===== src/rtl/skm_pkg.sv =====
`default_nettype none
// ----------------------------------------------------------------------------
// skm_pkg
// Shared types and constants for the serial keyword matcher: register
// indexes, default keywords and field widths.
// ----------------------------------------------------------------------------
package skm_pkg;

    // Longest keyword the matcher can hold
    localparam int SKM_MAX_KEYWORD_LEN = 8;

    // Field widths
    localparam int SKM_BYTE_W    = 8;
    localparam int SKM_KEYWORD_W = 64;
    localparam int SKM_LEN_W     = 4;

    typedef logic [SKM_BYTE_W-1:0]    t_byte;
    typedef logic [SKM_KEYWORD_W-1:0] t_keyword;
    typedef logic [SKM_LEN_W-1:0]     t_len;

    // Configuration register indexes
    typedef enum logic [1:0] {
        CFG_KEYWORD_A = 2'd0,
        CFG_KEYWORD_B = 2'd1,
        CFG_LENGTH_A  = 2'd2,
        CFG_LENGTH_B  = 2'd3
    } t_cfg_index;

    // Default keywords, first character in the lowest byte
    localparam t_keyword SKM_KEYWORD_A_RST = 64'h4554_4952_572B_5441; // AT+WRITE
    localparam t_keyword SKM_KEYWORD_B_RST = 64'h0044_4145_522B_5441; // AT+READ
    localparam t_len     SKM_LENGTH_A_RST  = 4'd8;
    localparam t_len     SKM_LENGTH_B_RST  = 4'd7;

endpackage : skm_pkg
`default_nettype wire


===== src/rtl/serial_keyword_matcher.sv =====
`default_nettype none
// A result appears on the output register in the cycle after the
// transfer of the byte that completes a keyword.
// Throughput: one byte per cycle while a shown result is not stalled; the comparison
// against both keywords is a single pass of byte compares between the input port and the result register.
// Reset: synchronous, active low; returns to waiting for a first character
// and restores the default keywords AT+WRITE and AT+READ.
// ----------------------------------------------------------------------------
// serial_keyword_matcher
// Watches a received byte stream for two configurable keywords and reports
// the index of the keyword that was fully matched.
// ----------------------------------------------------------------------------
module serial_keyword_matcher #(
    parameter int MAX_KEYWORD_LEN = skm_pkg::SKM_MAX_KEYWORD_LEN
) (
    input  wire                       i_clk,
    input  wire                       i_rst_n,
    // configuration write channel
    input  wire                       i_cfg_valid,
    output logic                      o_cfg_ready,
    input  wire skm_pkg::t_cfg_index  i_cfg_index,
    input  wire skm_pkg::t_keyword    i_cfg_data,
    // received byte channel
    input  wire                       i_in_valid,
    output logic                      o_in_ready,
    input  wire skm_pkg::t_byte       i_rx_byte,
    // match result channel
    output logic                      o_out_valid,
    input  wire                       i_out_ready,
    output logic                      o_matched_keyword
);
    import skm_pkg::*;

    localparam int PW = $clog2(MAX_KEYWORD_LEN + 1);
    localparam int IW = $clog2(MAX_KEYWORD_LEN);

    typedef logic [PW-1:0] t_pos;
    typedef logic [MAX_KEYWORD_LEN-1:0][SKM_BYTE_W-1:0] t_kw_bytes;

    // Clamp a programmed length into 1..MAX_KEYWORD_LEN
    function automatic t_pos eff_len(input t_len len);
        t_pos l;
        if (len == '0) begin
            l = t_pos'(1);
        end else if (len > SKM_LEN_W'(MAX_KEYWORD_LEN)) begin
            l = t_pos'(MAX_KEYWORD_LEN);
        end else begin
            l = t_pos'(len);
        end
        return l;
    endfunction

    // Configuration registers
    t_keyword r_keyword_a;
    t_keyword r_keyword_b;
    t_len     r_length_a;
    t_len     r_length_b;

    // Match state
    logic       r_selecting;
    t_pos       r_pos;
    logic [1:0] r_mask;

    // Result register
    logic r_out_valid;
    logic r_matched;

    logic       w_in_fire;
    t_pos       w_pos;
    logic [1:0] w_prior;
    t_kw_bytes  w_bytes_a;
    t_kw_bytes  w_bytes_b;
    t_pos       w_len_a;
    t_pos       w_len_b;
    logic [1:0] w_hit;
    logic       w_single;
    logic       w_idx;
    logic       w_done;
    t_pos       n_pos;

    assign o_cfg_ready       = 1'b1;
    assign o_in_ready        = !r_out_valid || i_out_ready;
    assign o_out_valid       = r_out_valid;
    assign o_matched_keyword = r_matched;
    assign w_in_fire         = i_in_valid && o_in_ready;

    // Take configuration writes
    always_ff @(posedge i_clk) begin
        if (!i_rst_n) begin
            r_keyword_a <= SKM_KEYWORD_A_RST;
            r_keyword_b <= SKM_KEYWORD_B_RST;
            r_length_a  <= SKM_LENGTH_A_RST;
            r_length_b  <= SKM_LENGTH_B_RST;
        end else if (i_cfg_valid && o_cfg_ready) begin
            case (i_cfg_index)
                CFG_KEYWORD_A: r_keyword_a <= i_cfg_data;
                CFG_KEYWORD_B: r_keyword_b <= i_cfg_data;
                CFG_LENGTH_A:  r_length_a  <= i_cfg_data[SKM_LEN_W-1:0];
                CFG_LENGTH_B:  r_length_b  <= i_cfg_data[SKM_LEN_W-1:0];
                default:       r_length_b  <= r_length_b;
            endcase
        end
    end

    // Compare the incoming byte against both keywords at the current position
    always_comb begin
        w_pos     = r_selecting ? r_pos : '0;
        w_prior   = r_selecting ? r_mask : 2'b11;
        w_bytes_a = r_keyword_a[SKM_BYTE_W*MAX_KEYWORD_LEN-1:0];
        w_bytes_b = r_keyword_b[SKM_BYTE_W*MAX_KEYWORD_LEN-1:0];
        w_len_a   = eff_len(r_length_a);
        w_len_b   = eff_len(r_length_b);
        w_hit[0]  = w_prior[0] && (w_pos < w_len_a)
                    && (w_bytes_a[w_pos[IW-1:0]] == i_rx_byte);
        w_hit[1]  = w_prior[1] && (w_pos < w_len_b)
                    && (w_bytes_b[w_pos[IW-1:0]] == i_rx_byte);
        w_single  = w_hit[0] ^ w_hit[1];
        w_idx     = w_hit[1];
        w_done    = w_single
                    && ((w_pos + t_pos'(1)) == (w_idx ? w_len_b : w_len_a));
        n_pos     = (w_pos < t_pos'(MAX_KEYWORD_LEN)) ? w_pos + t_pos'(1)
                                                      : t_pos'(MAX_KEYWORD_LEN);
    end

    // Advance the match state and load the result register
    always_ff @(posedge i_clk) begin
        if (!i_rst_n) begin
            r_selecting <= 1'b0;
            r_pos       <= '0;
            r_mask      <= '0;
            r_out_valid <= 1'b0;
        end else begin
            if (w_in_fire) begin
                if ((w_hit == 2'b00) || w_done) begin
                    r_selecting <= 1'b0;
                    r_pos       <= '0;
                    r_mask      <= '0;
                end else begin
                    r_selecting <= 1'b1;
                    r_pos       <= n_pos;
                    r_mask      <= w_hit;
                end
                r_out_valid <= w_done;
            end else if (i_out_ready) begin
                r_out_valid <= 1'b0;
            end
        end
    end

    // Result payload needs no reset
    always_ff @(posedge i_clk) begin
        if (w_in_fire && w_done) begin
            r_matched <= w_idx;
        end
    end

    // Waiting for a first character leaves no position and no candidates
    a_idle_clear: assert property (@(posedge i_clk) disable iff (!i_rst_n)
        !r_selecting |-> (r_pos == '0) && (r_mask == 2'b00))
        else $error("idle state holds a position or candidates");

    // Selecting always keeps at least one candidate and a non-zero position
    a_sel_live: assert property (@(posedge i_clk) disable iff (!i_rst_n)
        r_selecting |-> (r_mask != 2'b00) && (r_pos != '0))
        else $error("selecting without candidates or position");

    // A completed keyword shows a result and returns to idle
    a_done_result: assert property (@(posedge i_clk) disable iff (!i_rst_n)
        (w_in_fire && w_done) |=> (o_out_valid && !r_selecting
                                   && (o_matched_keyword == $past(w_idx))))
        else $error("completed keyword did not produce a result");

    // A transfer that completes nothing leaves the result register empty
    a_no_spurious: assert property (@(posedge i_clk) disable iff (!i_rst_n)
        (w_in_fire && !w_done) |=> !o_out_valid)
        else $error("result shown without a completed keyword");

endmodule : serial_keyword_matcher
`default_nettype wire

===== config.mk =====
export PLATFORM = sky130hd
export DESIGN_NAME = serial_keyword_matcher
export DESIGN_NICKNAME = d
export VERILOG_FILES = /design/src/rtl/skm_pkg.sv /design/src/rtl/serial_keyword_matcher.sv
export SDC_FILE = /design/constraint.sdc
export NUM_CORES = 1
export LEC_CHECK = 0
export ABC_AREA = 1
export BUFFER_PORTS_ARGS = -buffer_cell sky130_fd_sc_hd__buf_2
export CAP_MARGIN = 20
export CORE_ASPECT_RATIO = 0.7
export CORE_MARGIN = 3
export CORE_UTILIZATION = 35
export DETAILED_ROUTE_END_ITERATION = 10
export PLACE_DENSITY_LB_ADDON = 0.15
export SLEW_MARGIN = 20
export SYNTH_ARGS = -nofsm -noshare
export SYNTH_HDL_FRONTEND = slang
export SYNTH_SLANG_ARGS = --single-unit

===== constraint.sdc =====
create_clock -name i_clk -period 3.8 [get_ports i_clk]
set_input_delay 0.57 -clock i_clk [delete_from_list [all_inputs] [get_ports i_clk]]
set_output_delay 0.57 -clock i_clk [all_outputs]
set_load 0.03 [all_outputs]

* After elaboration in Yosys (flattened, before gate mapping)
Cells that the tools add are included.
** Cells by class
- $lt $le $gt $ge :: 6
- Add/subtract/negate cells :: 1
- Reductions and logical operators :: 19
- Equality and inequality tests :: 6
- Multiplexer cells :: 17
- Bitwise operators :: 1
** Operator list (count)
- 8-bit binary-select mux with 3-bit select :: 2
- 4-bit two-way mux :: 8
- 8-bit equality test :: 2
- 8-bit two-way mux :: 2
- 4-bit greater-than comparator, second input constant :: 2
- 4-bit logical NOT :: 2
- 4-bit < comparator :: 2
- 2-bit AND reduction :: 4
- 1-bit logical AND :: 7
- 4-bit by 1-bit adder with 4-bit output, second input constant :: 1
- 2-bit equality test, second input constant :: 2
- 4-bit equality test :: 1
- 2-bit logical NOT :: 2
- 3-bit by 4-bit < comparator with 1-bit output, second input constant :: 1
- 4-bit < comparator, second input constant :: 1
- 2-bit two-way mux :: 2
- 1-bit two-way mux :: 3
- 2-bit by 1-bit equality test with 1-bit output, second input constant :: 1
- 1-bit logical OR :: 2
- 2-bit nonzero test :: 1
- 1-bit logical NOT :: 1
- 1-bit XOR :: 1
** Storage, ports and cells
- Input bits :: 79
- Logic and storage cells :: 59
- Register bits :: 145

* Depth between registers and ports, before layout
Gate-level depths: netlist (run 1).
- Depth after elaboration :: 11
- Gate-level depth with buffers :: 21
- Mapped depth without buffers :: 19

* Worst setup path before layout (run 1)
No wires, ideal clock.
- Kind :: register to register
- From :: register r_selecting
- To :: register r_matched, in the netlist o_matched_keyword, enable pin
- Library setup time :: 0.291 ns
- Stages on the path, launching flop included :: 18
- Arrival :: 2.453 ns
- Buffers on the path :: 3
- Setup slack :: 1.056 ns
- Path through :: dfxtp_1 > nand2_1 > buf_4 > buf_2 > buf_2 > a221oi_1 > o21ai_0 > nand2_1 > nand2_1 > nor2_1 > nand2_1 > nor4_2 > inv_1 > ha_1 > nand2_1 > nor2_2 > nand4_1 > inv_1
** On the way
- Cells in the longest elaborated chain, start to end :: 9
- Elaborated cells on any way between the ends :: 20
- Those cells by class :: 1 x add/sub; 2 x order compare; 3 x eq/ne; 7 x mux; 1 x bitwise; 6 x reduce/logical
** Ends and longest elaborated chain
- from (decl) :: RTL line serial_keyword_matcher.sv:60 : logic r_selecting;
- from (signal assigned) :: RTL line serial_keyword_matcher.sv:128 : r_selecting <= 1'b0;
- from (signal assigned) :: RTL line serial_keyword_matcher.sv:135 : r_selecting <= 1'b0;
- from (signal assigned) :: RTL line serial_keyword_matcher.sv:139 : r_selecting <= 1'b1;
- 4-bit two-way mux :: RTL line serial_keyword_matcher.sv:107 : w_pos = r_selecting ? r_pos : '0;
- 8-bit binary-select mux with 3-bit select :: RTL line serial_keyword_matcher.sv:116 : && (w_bytes_b[w_pos[IW-1:0]] == i_rx_byte);
- 8-bit two-way mux (implied by the code) :: RTL line serial_keyword_matcher.sv:116
- 8-bit equality test :: RTL line serial_keyword_matcher.sv:116
- 1-bit logical AND :: RTL line serial_keyword_matcher.sv:116
- 4-bit two-way mux :: RTL line serial_keyword_matcher.sv:120 : && ((w_pos + t_pos'(1)) == (w_idx ? w_len_b : w_len_a));
- 4-bit equality test :: RTL line serial_keyword_matcher.sv:120
- 1-bit logical AND * :: RTL line serial_keyword_matcher.sv:120
- 1-bit logical AND * :: RTL line serial_keyword_matcher.sv:152 : if (w_in_fire && w_done) begin
- to (signal assigned) :: RTL line serial_keyword_matcher.sv:153 : r_matched <= w_idx;
- to (decl) :: RTL line serial_keyword_matcher.sv:66 : logic r_matched;
Mark *: on every way between the ends. The rest lies on a longest branch, timed or not. The select of a mux whose other input is x is not followed.
A chain may end at the register's enable or synchronous reset.

* Worst setup path after layout (run 1)
- From :: register r_selecting
- To :: register r_pos[3]
** On the way
- Cells in the longest elaborated chain, start to end :: 10
- Elaborated cells on any way between the ends :: 24
- Those cells by class :: 1 x add/sub; 3 x order compare; 3 x eq/ne; 9 x mux; 1 x bitwise; 7 x reduce/logical
** Ends and longest elaborated chain
- 4-bit two-way mux :: RTL line serial_keyword_matcher.sv:107
- 8-bit binary-select mux with 3-bit select :: RTL line serial_keyword_matcher.sv:116
- 8-bit two-way mux (implied by the code) :: RTL line serial_keyword_matcher.sv:116
- 8-bit equality test :: RTL line serial_keyword_matcher.sv:116
- 1-bit logical AND :: RTL line serial_keyword_matcher.sv:116
- 4-bit two-way mux :: RTL line serial_keyword_matcher.sv:120
- 4-bit equality test :: RTL line serial_keyword_matcher.sv:120
- 1-bit logical AND :: RTL line serial_keyword_matcher.sv:120
- 1-bit logical OR :: RTL line serial_keyword_matcher.sv:134 : if ((w_hit == 2'b00) || w_done) begin
- 4-bit two-way mux * :: RTL line serial_keyword_matcher.sv:134
- to (signal assigned) :: RTL line serial_keyword_matcher.sv:140 : r_pos <= n_pos;
- to (decl) :: RTL line serial_keyword_matcher.sv:61 : t_pos r_pos;
Marks and branches as above.

==> impl_metrics.csv, run 1 <==
group,metric,value,unit
setup_path,worstPathRequired,4.10,ns
detailed_routing,vias_per_cell,5.03,
setup_path,critPathTopFamily,"simple AND/OR/NAND/NOR gates",
synthesis,synth_top_area_share,42.1,%
synthesis,synth_top_cell_by_area,"dfxtp_1",
outcome,status,"complete, no violations",
finish,final_area,8040,µm²
pwr,p_leak,3.81,nW
global_routing,antenna_found_initial,0,
job,cap_violations,0,
setup_path,cp_max_fo,11,
clocking,cts_hold_buf,0,
timing,rsz0062_at_grt,"false",
timing,timing.fmax,0.294,GHz
synthesis,yosysMostFrequentCell,"nand2_1",
placement,place_area,7450,µm²
setup_path,cp_slowest_cell,"dfxtp_1",
timing,setup_viol,0,
synthesis,synth_ff_type,"dfxtp_1",
synthesis,syn_area,6840,µm²
pwr,powerDensity,456,nW/µm²
detailed_routing,dr.pass1.iters,6,
timing,period_share,89.6,%
die,die_h,123,µm
finish,final_cells,1355,
synthesis,synth_common_cells,"nand2_1 (250), nor2_1 (193), nand3_1 (157)",
global_routing,grt_pass1_vias,6179,
pwr,vdd_drop_max,0.286,mV
die,core-area,19000,µm²
synthesis,syn_area_per_cell,6.65,µm²
detailed_routing,vias,6810,
synthesis,async_flop_share,0,%
setup_path,cpMostUsedCell,"nand2_1",
die,pin_count,83,
setup_path,crit_path_max_incr_delay,0.66,ns
setup_path,start_kind,"flip-flop",
synthesis,synth_warnings,0,
detailed_routing,drt_iter0_drc,704,
clocking,clk_pin_slew,0.06,ns
setup_path,path_buf_inv,2,
die,start_util,36.0,%
setup_path,endpoint_kind,"flip-flop",
placement,gp_congestion,0.871,
clocking,clock-sinks,145,
finish,layout.nets,1167,
finish,multi_input_area,3470,µm²
clocking,post_cts_buffers,0,
global_routing,grt_max_degree,135,
clocking,cts_resized,0,
detailed_routing,remaining_drc_errors,0,
global_routing,grt.total_usage,21.6,%
min_path,min_path_type,"in -> reg",
synthesis,yosysUniqueCellTypes,35,
global_routing,grt.overflow.total,0,
clocking,clockBufferDepth,2,
die,dieArea,21300,µm²
placement,port_buffers,81,
timing,clock_skew,0.00707,ns
setup_path,crit_chain,"nand2_2 -> buf_4 -> a221oi_1 -> o21ai_0 -> nand2_1 -> nand2_1 -> nor2_1 -> nand2_1 -> nor4_2 -> inv_1 -> ha_1 -> nand2_1 -> nor2_2 -> nand3_2 -> nand3_1 -> a21oi_1",
finish,nFillCells,2039,
clocking,htree_levels,4,
clocking,insertion_delay,0.43,ns
placement,dp_hpwl,15000,µm
detailed_routing,wirelength,22800,µm
detailed_routing,antenna_left,0,
placement,place_ws,0.457,ns
timing,final.setup.worst_slack,0.395,ns
die,fp-row-count,42,
clocking,cts_buffers,17,
finish,drive_gt1_share,13.2,%
timing,fin_setup_tns,0,ns
timing,final_hold_viol_count,0,
finish,antenna_cells,0,
die,die_width,173,µm
synthesis,netlist_instances,1028,
synthesis,yosysSeqAreaShare,42.6,%
detailed_routing,wl_per_cell,16.8,µm
synthesis,synth_edf_count,1,
timing,min_period,3.41,ns
synthesis,synthTopCellsByArea,"dfxtp_1 (42%), nand2_1 (14%), nand3_1 (11%)",
timing,slew_viol_final,0,
synthesis,syn-num-nets,1116,
finish,areaGrowthSynthToFinish,17.5,%
clocking,cts_tree,"yes",
setup_path,arrival,3.71,ns
setup_path,crit_type,"reg -> reg",
finish,seqCellArea,2910,µm²
timing,worst_pin_slew,0.747,ns
global_routing,grt_pass1_wl,35600,µm
synthesis,synth-seq-cells,145,
placement,dp.cells,1324,
clocking,cts_root_buffer,"clkbuf_16",
timing,slew_headroom,50.2,%
routing by layer:
metal / global-route usage (%) / routed length (µm)
met3: 4.97 / 1520
met5: 0 / 0
met4: 4.55 / 182
met1: 33.3 / 11800
met2: 30.3 / 9260
flip-flops by register name, summed over array words and instances (netlist names):
name / flops
r_keyword_a: 64
r_keyword_b: 64
r_length_a: 4
r_length_b: 4
r_pos: 4
r_mask: 2
o_matched_keyword: 1
o_out_valid: 1
r_selecting: 1
where the power goes:
part	internal, mW	switching [mW]	leakage, nW
combinational	0.107	0.194	2.34
sequential	1.60	0.0459	1.19
clock	1.03	0.690	0.286
total	2.73	0.929	3.81
tightest hold or removal path: stages:
cell and delay, ns:
buf_2 0.09, nand2_1 0.05, nand3_1 0.06
worst paths after layout:
path / slack [ns] / from / to / cells past startpoint
setup reg to reg: 0.39 / r_selecting / r_pos[3] / 16
setup / recovery: 0.39 / r_selecting / r_pos[3] / 16
hold reg to reg: 0.46 / r_keyword_b[0] / r_keyword_b[0] / 2
hold / removal: 0.37 / i_cfg_data[24] / r_keyword_a[24] / 3
cell families (layout without fill, tap and decap cells):
family	Yosys count	in the layout	share of synthesized area [%]
and+or+nand+nor	614	614	37.3
DFF	145	145	42.6
AOI/OAI and AO/OA	144	144	11.2
buffers and inverters	112	175	6.84
adders and majority gates	9	9	1.65
xor gates and xnor gates	3	3	0.384
other	1	1	0.0548
metrics by stage:
stage                     hold WS, ns  power [mW]  utilization (%)
final                           0.370        3.66             42.3
after global routing            0.366        3.80             42.3
after CTS                       0.356        3.69             42.3
after detailed placement        0.444        1.97             39.1
after global placement          0.441        1.98             39.1
after floorplan                 0.424        1.84                -
layout make-up:
| cell class | count | share of cell area (%) |
|---|---|---|
| tap | 264 | 4.11 |
| clock buffer | 18 | 5.34 |
| sequential | 145 | 36.2 |
| clock inverter | 13 | 2.04 |
| timing repair buffer | 97 | 6.88 |
| inverter | 47 | 2.23 |
| multi-input combinational | 771 | 43.2 |
cell usage in the layout (no fill, tap or decap), types with 9 or more instances in the layout:
| master | instances |
|---|---|
| nand2_1 | 249 |
| nor2_1 | 193 |
| nand3_1 | 157 |
| dfxtp_1 | 144 |
| o21ai_0 | 104 |
| buf_2 | 80 |
| inv_1 | 40 |
| a21oi_1 | 18 |
| clkbuf_16 | 17 |
| buf_4 | 15 |
| ha_1 | 9 |
Power figures use the tool's default switching activity.
==> run 2, diff against run 1 <==
Settings changed: GPL_TIMING_DRIVEN set to 0, SETUP_SLACK_MARGIN set to 0.05.
==> run 2 against run 1 <==
Compared with the run above:
- fmax decreased by 2.8%
- sequential share of layout area is 0.82 points lower
- power shrank 0.36%
- hold slack worse by 0.0097 ns
- clock skew is 0.00094 ns higher
- design area grew 2.3%
- global-route usage up 3.7 points
- non-clock buffer count grew 47
- wire length grew 16%
- critical path depth rose by 2
- sequential cell count unchanged
- combinational power up 9.0%
- critical endpoint is now o_matched_keyword
==> impl_metrics.csv, run 2 (synthesis gave the netlist of run 1 again) <==
group,metric,value,unit
outcome,status,"complete, no violations",
timing,period_share,92.2,%
finish,nFillCells,2074,
detailed_routing,wl_per_cell,18.8,µm
detailed_routing,dr.pass1.iters,5,
finish,seqCellArea,2910,µm²
setup_path,cpMostUsedCell,"nand2_1",
timing,worst_pin_slew,0.850,ns
global_routing,antenna_found_initial,0,
pwr,cell_internal_pwr,2.63,mW
detailed_routing,drt_iter0_drc,926,
setup_path,cp-startpoint,"r_pos[0]",
finish,areaGrowthSynthToFinish,20.3,%
clocking,post_cts_buffers,0,
global_routing,grt.total_usage,25.2,%
setup_path,regToRegSetupSlack,0.30,ns
timing,setup_viol,0,
pwr,p_sw,1.02,mW
timing,final_hold_viol_count,0,
setup_path,cp_slowest_cell,"dfxtp_1",
clocking,clock-sinks,145,
setup_path,start_kind,"flip-flop",
clocking,insertion_delay,0.43,ns
clocking,clk_pin_slew,0.07,ns
clocking,htree_levels,4,
pwr,p_leak,3.89,nW
finish,multi_input_area,3530,µm²
min_path,hold_end,"r_keyword_a[58]",
setup_path,r2r-end,"o_matched_keyword",
setup_path,crit_type,"reg -> reg",
setup_path,crit_path_max_incr_delay,0.38,ns
finish,layout_commonest_cell,"nand2_1",
finish,drive_gt1_share,13.4,%
global_routing,grt_pass1_vias,6735,
timing,hold_slack,0.360,ns
min_path,worstHoldPathCells,3,
pwr,vdd_drop_max,0.300,mV
die,core-area,19000,µm²
placement,gp_congestion,0.970,
die,die_h,123,µm
min_path,hp-start,"i_cfg_data[58]",
timing,min_period,3.50,ns
clocking,cts_tree,"yes",
die,dieArea,21300,µm²
finish,antenna_cells,0,
detailed_routing,vias,7201,
pwr,p_total,3.65,mW
detailed_routing,antenna_left,0,
pwr,powerDensity,444,nW/µm²
die,fp-row-count,42,
timing,clock_skew,0.00801,ns
clocking,cts_buffers,17,
timing,slew_headroom,43.4,%
global_routing,grt_pass1_wl,40100,µm
pwr,p_comb_share,9.0,%
detailed_routing,vias_per_cell,5.13,
pwr,power_frac_seq,45.1,%
die,die_width,173,µm
finish,layout.nets,1214,
finish,final_cell_mix,"nand2_1 (250), nor2_1 (193), nand3_1 (157)",
setup_path,worstPathRequired,3.96,ns
min_path,min_path_type,"in -> reg",
job,cap_violations,0,
setup_path,reg2reg_depth,18,
placement,place_area,7570,µm²
timing,timing.fmax,0.286,GHz
setup_path,cp_max_fo,10,
clocking,cts_hold_buf,0,
detailed_routing,remaining_drc_errors,0,
clocking,cts_root_buffer,"clkbuf_16",
global_routing,grt.overflow.total,0,
timing,fin_setup_tns,0,ns
placement,dp_hpwl,19400,µm
pwr,switching_share,28.0,%
setup_path,arrival,3.66,ns
placement,port_buffers,80,
timing,slew_viol_final,0,
detailed_routing,wirelength,26300,µm
pwr,clkPwrFrac,45.9,%
setup_path,crit_chain,"nand2_1 -> buf_4 -> clkbuf_4 -> buf_4 -> nand2_1 -> nand3_1 -> nand3_1 -> nand3_1 -> nand2_1 -> nor2_1 -> nand2_1 -> nor4_4 -> inv_1 -> ha_1 -> nand2_1 -> nor2_2 -> nand4_1 -> inv_1",
die,pin_count,83,
setup_path,endpoint_kind,"flip-flop",
finish,final_area,8230,µm²
clocking,clockBufferDepth,2,
die,start_util,36.0,%
timing,rsz0062_at_grt,"false",
setup_path,r2r_start,"r_pos[0]",
global_routing,grt_max_degree,17,
finish,top_regs,"r_keyword_a x64, r_keyword_b x64",
## run 2: cell types whose count changed in the layout (fill, tap and decap cells not counted), moves of 3 or more
cell / previous run / this run
inv_6: 1 / 6
clkbuf_1: 1 / 42
buf_2: 80 / 87
clkbuf_4: 0 / 4
nand2_2: 4 / 1
a221oi_2: 0 / 3
a221oi_1: 5 / 0
buf_4: 15 / 9
clkinv_4: 4 / 1
## run 2: critical path, delay by kind of cell (launching register included)
kind,cells,cell delay (ns)
buf+inv,5,0.93
fa+ha+maj,1,0.27
flops,1,0.38
simple gates,12,1.64
## run 2: worst max path at each step
| stage | end | slack (ns) | cells after the start |
|---|---|---|---|
| final | o_matched_keyword | 0.30 | 18 |
| after global routing | o_matched_keyword | 0.05 | 18 |
| after CTS | o_matched_keyword | 0.12 | 17 |
| after detailed placement | o_matched_keyword | 0.02 | 17 |
| after global placement | o_matched_keyword | 0.03 | 17 |
| after floorplan | o_matched_keyword | 1.06 | 17 |
## run 2: through the flow
step           setup slack (ns)  cells  utilization (%)
2_1_floorplan              1.06   1028                -
3_3_place_gp             0.0257   1372             39.8
3_5_place_dp             0.0170   1372             39.8
4_1_cts                   0.121   1404             42.9
5_1_grt                  0.0507   1403             43.3
6_report                  0.298   1403             43.3
## run 2: area by class of cell
class / count / share of cell area (%)
Multi-Input combinational cell: 771 / 42.9
Sequential cell: 145 / 35.4
Clock buffer: 17 / 5.17
Timing Repair Buffer: 80 / 4.87
Tap cell: 264 / 4.01
Buffer: 64 / 3.63
Inverter: 47 / 2.17
Clock inverter: 15 / 1.81
## run 2: power groups by stage
stage | clock network, mW | logic (mW) | registers [mW]
after floorplan | 0 | 0.186 | 1.66
after global placement | 0 | 0.314 | 1.68
after detailed placement | 0 | 0.318 | 1.68
after CTS | 1.70 | 0.319 | 1.64
after global routing | 1.77 | 0.369 | 1.65
final | 1.68 | 0.328 | 1.65
## run 2: repair_timing
action | CTS | global route
setup endpoints to repair | 3 | 9
gates resized for setup | 1 | 17
gates cloned | 0 | 0
endpoints found under the hold margin | 0 | 0
## run 2: metal layers
| metal | GRT usage [%] | part of all wire, % | up-vias |
|---|---|---|---|
| met1 | 37.9 | 49 | 3297 |
| met4 | 5.72 | 1.3 | 0 |
| met3 | 6.66 | 10 | 24 |
| met5 | 0 | 0 | - |
| li1 | - | - | 3543 |
| met2 | 35.9 | 39 | 337 |
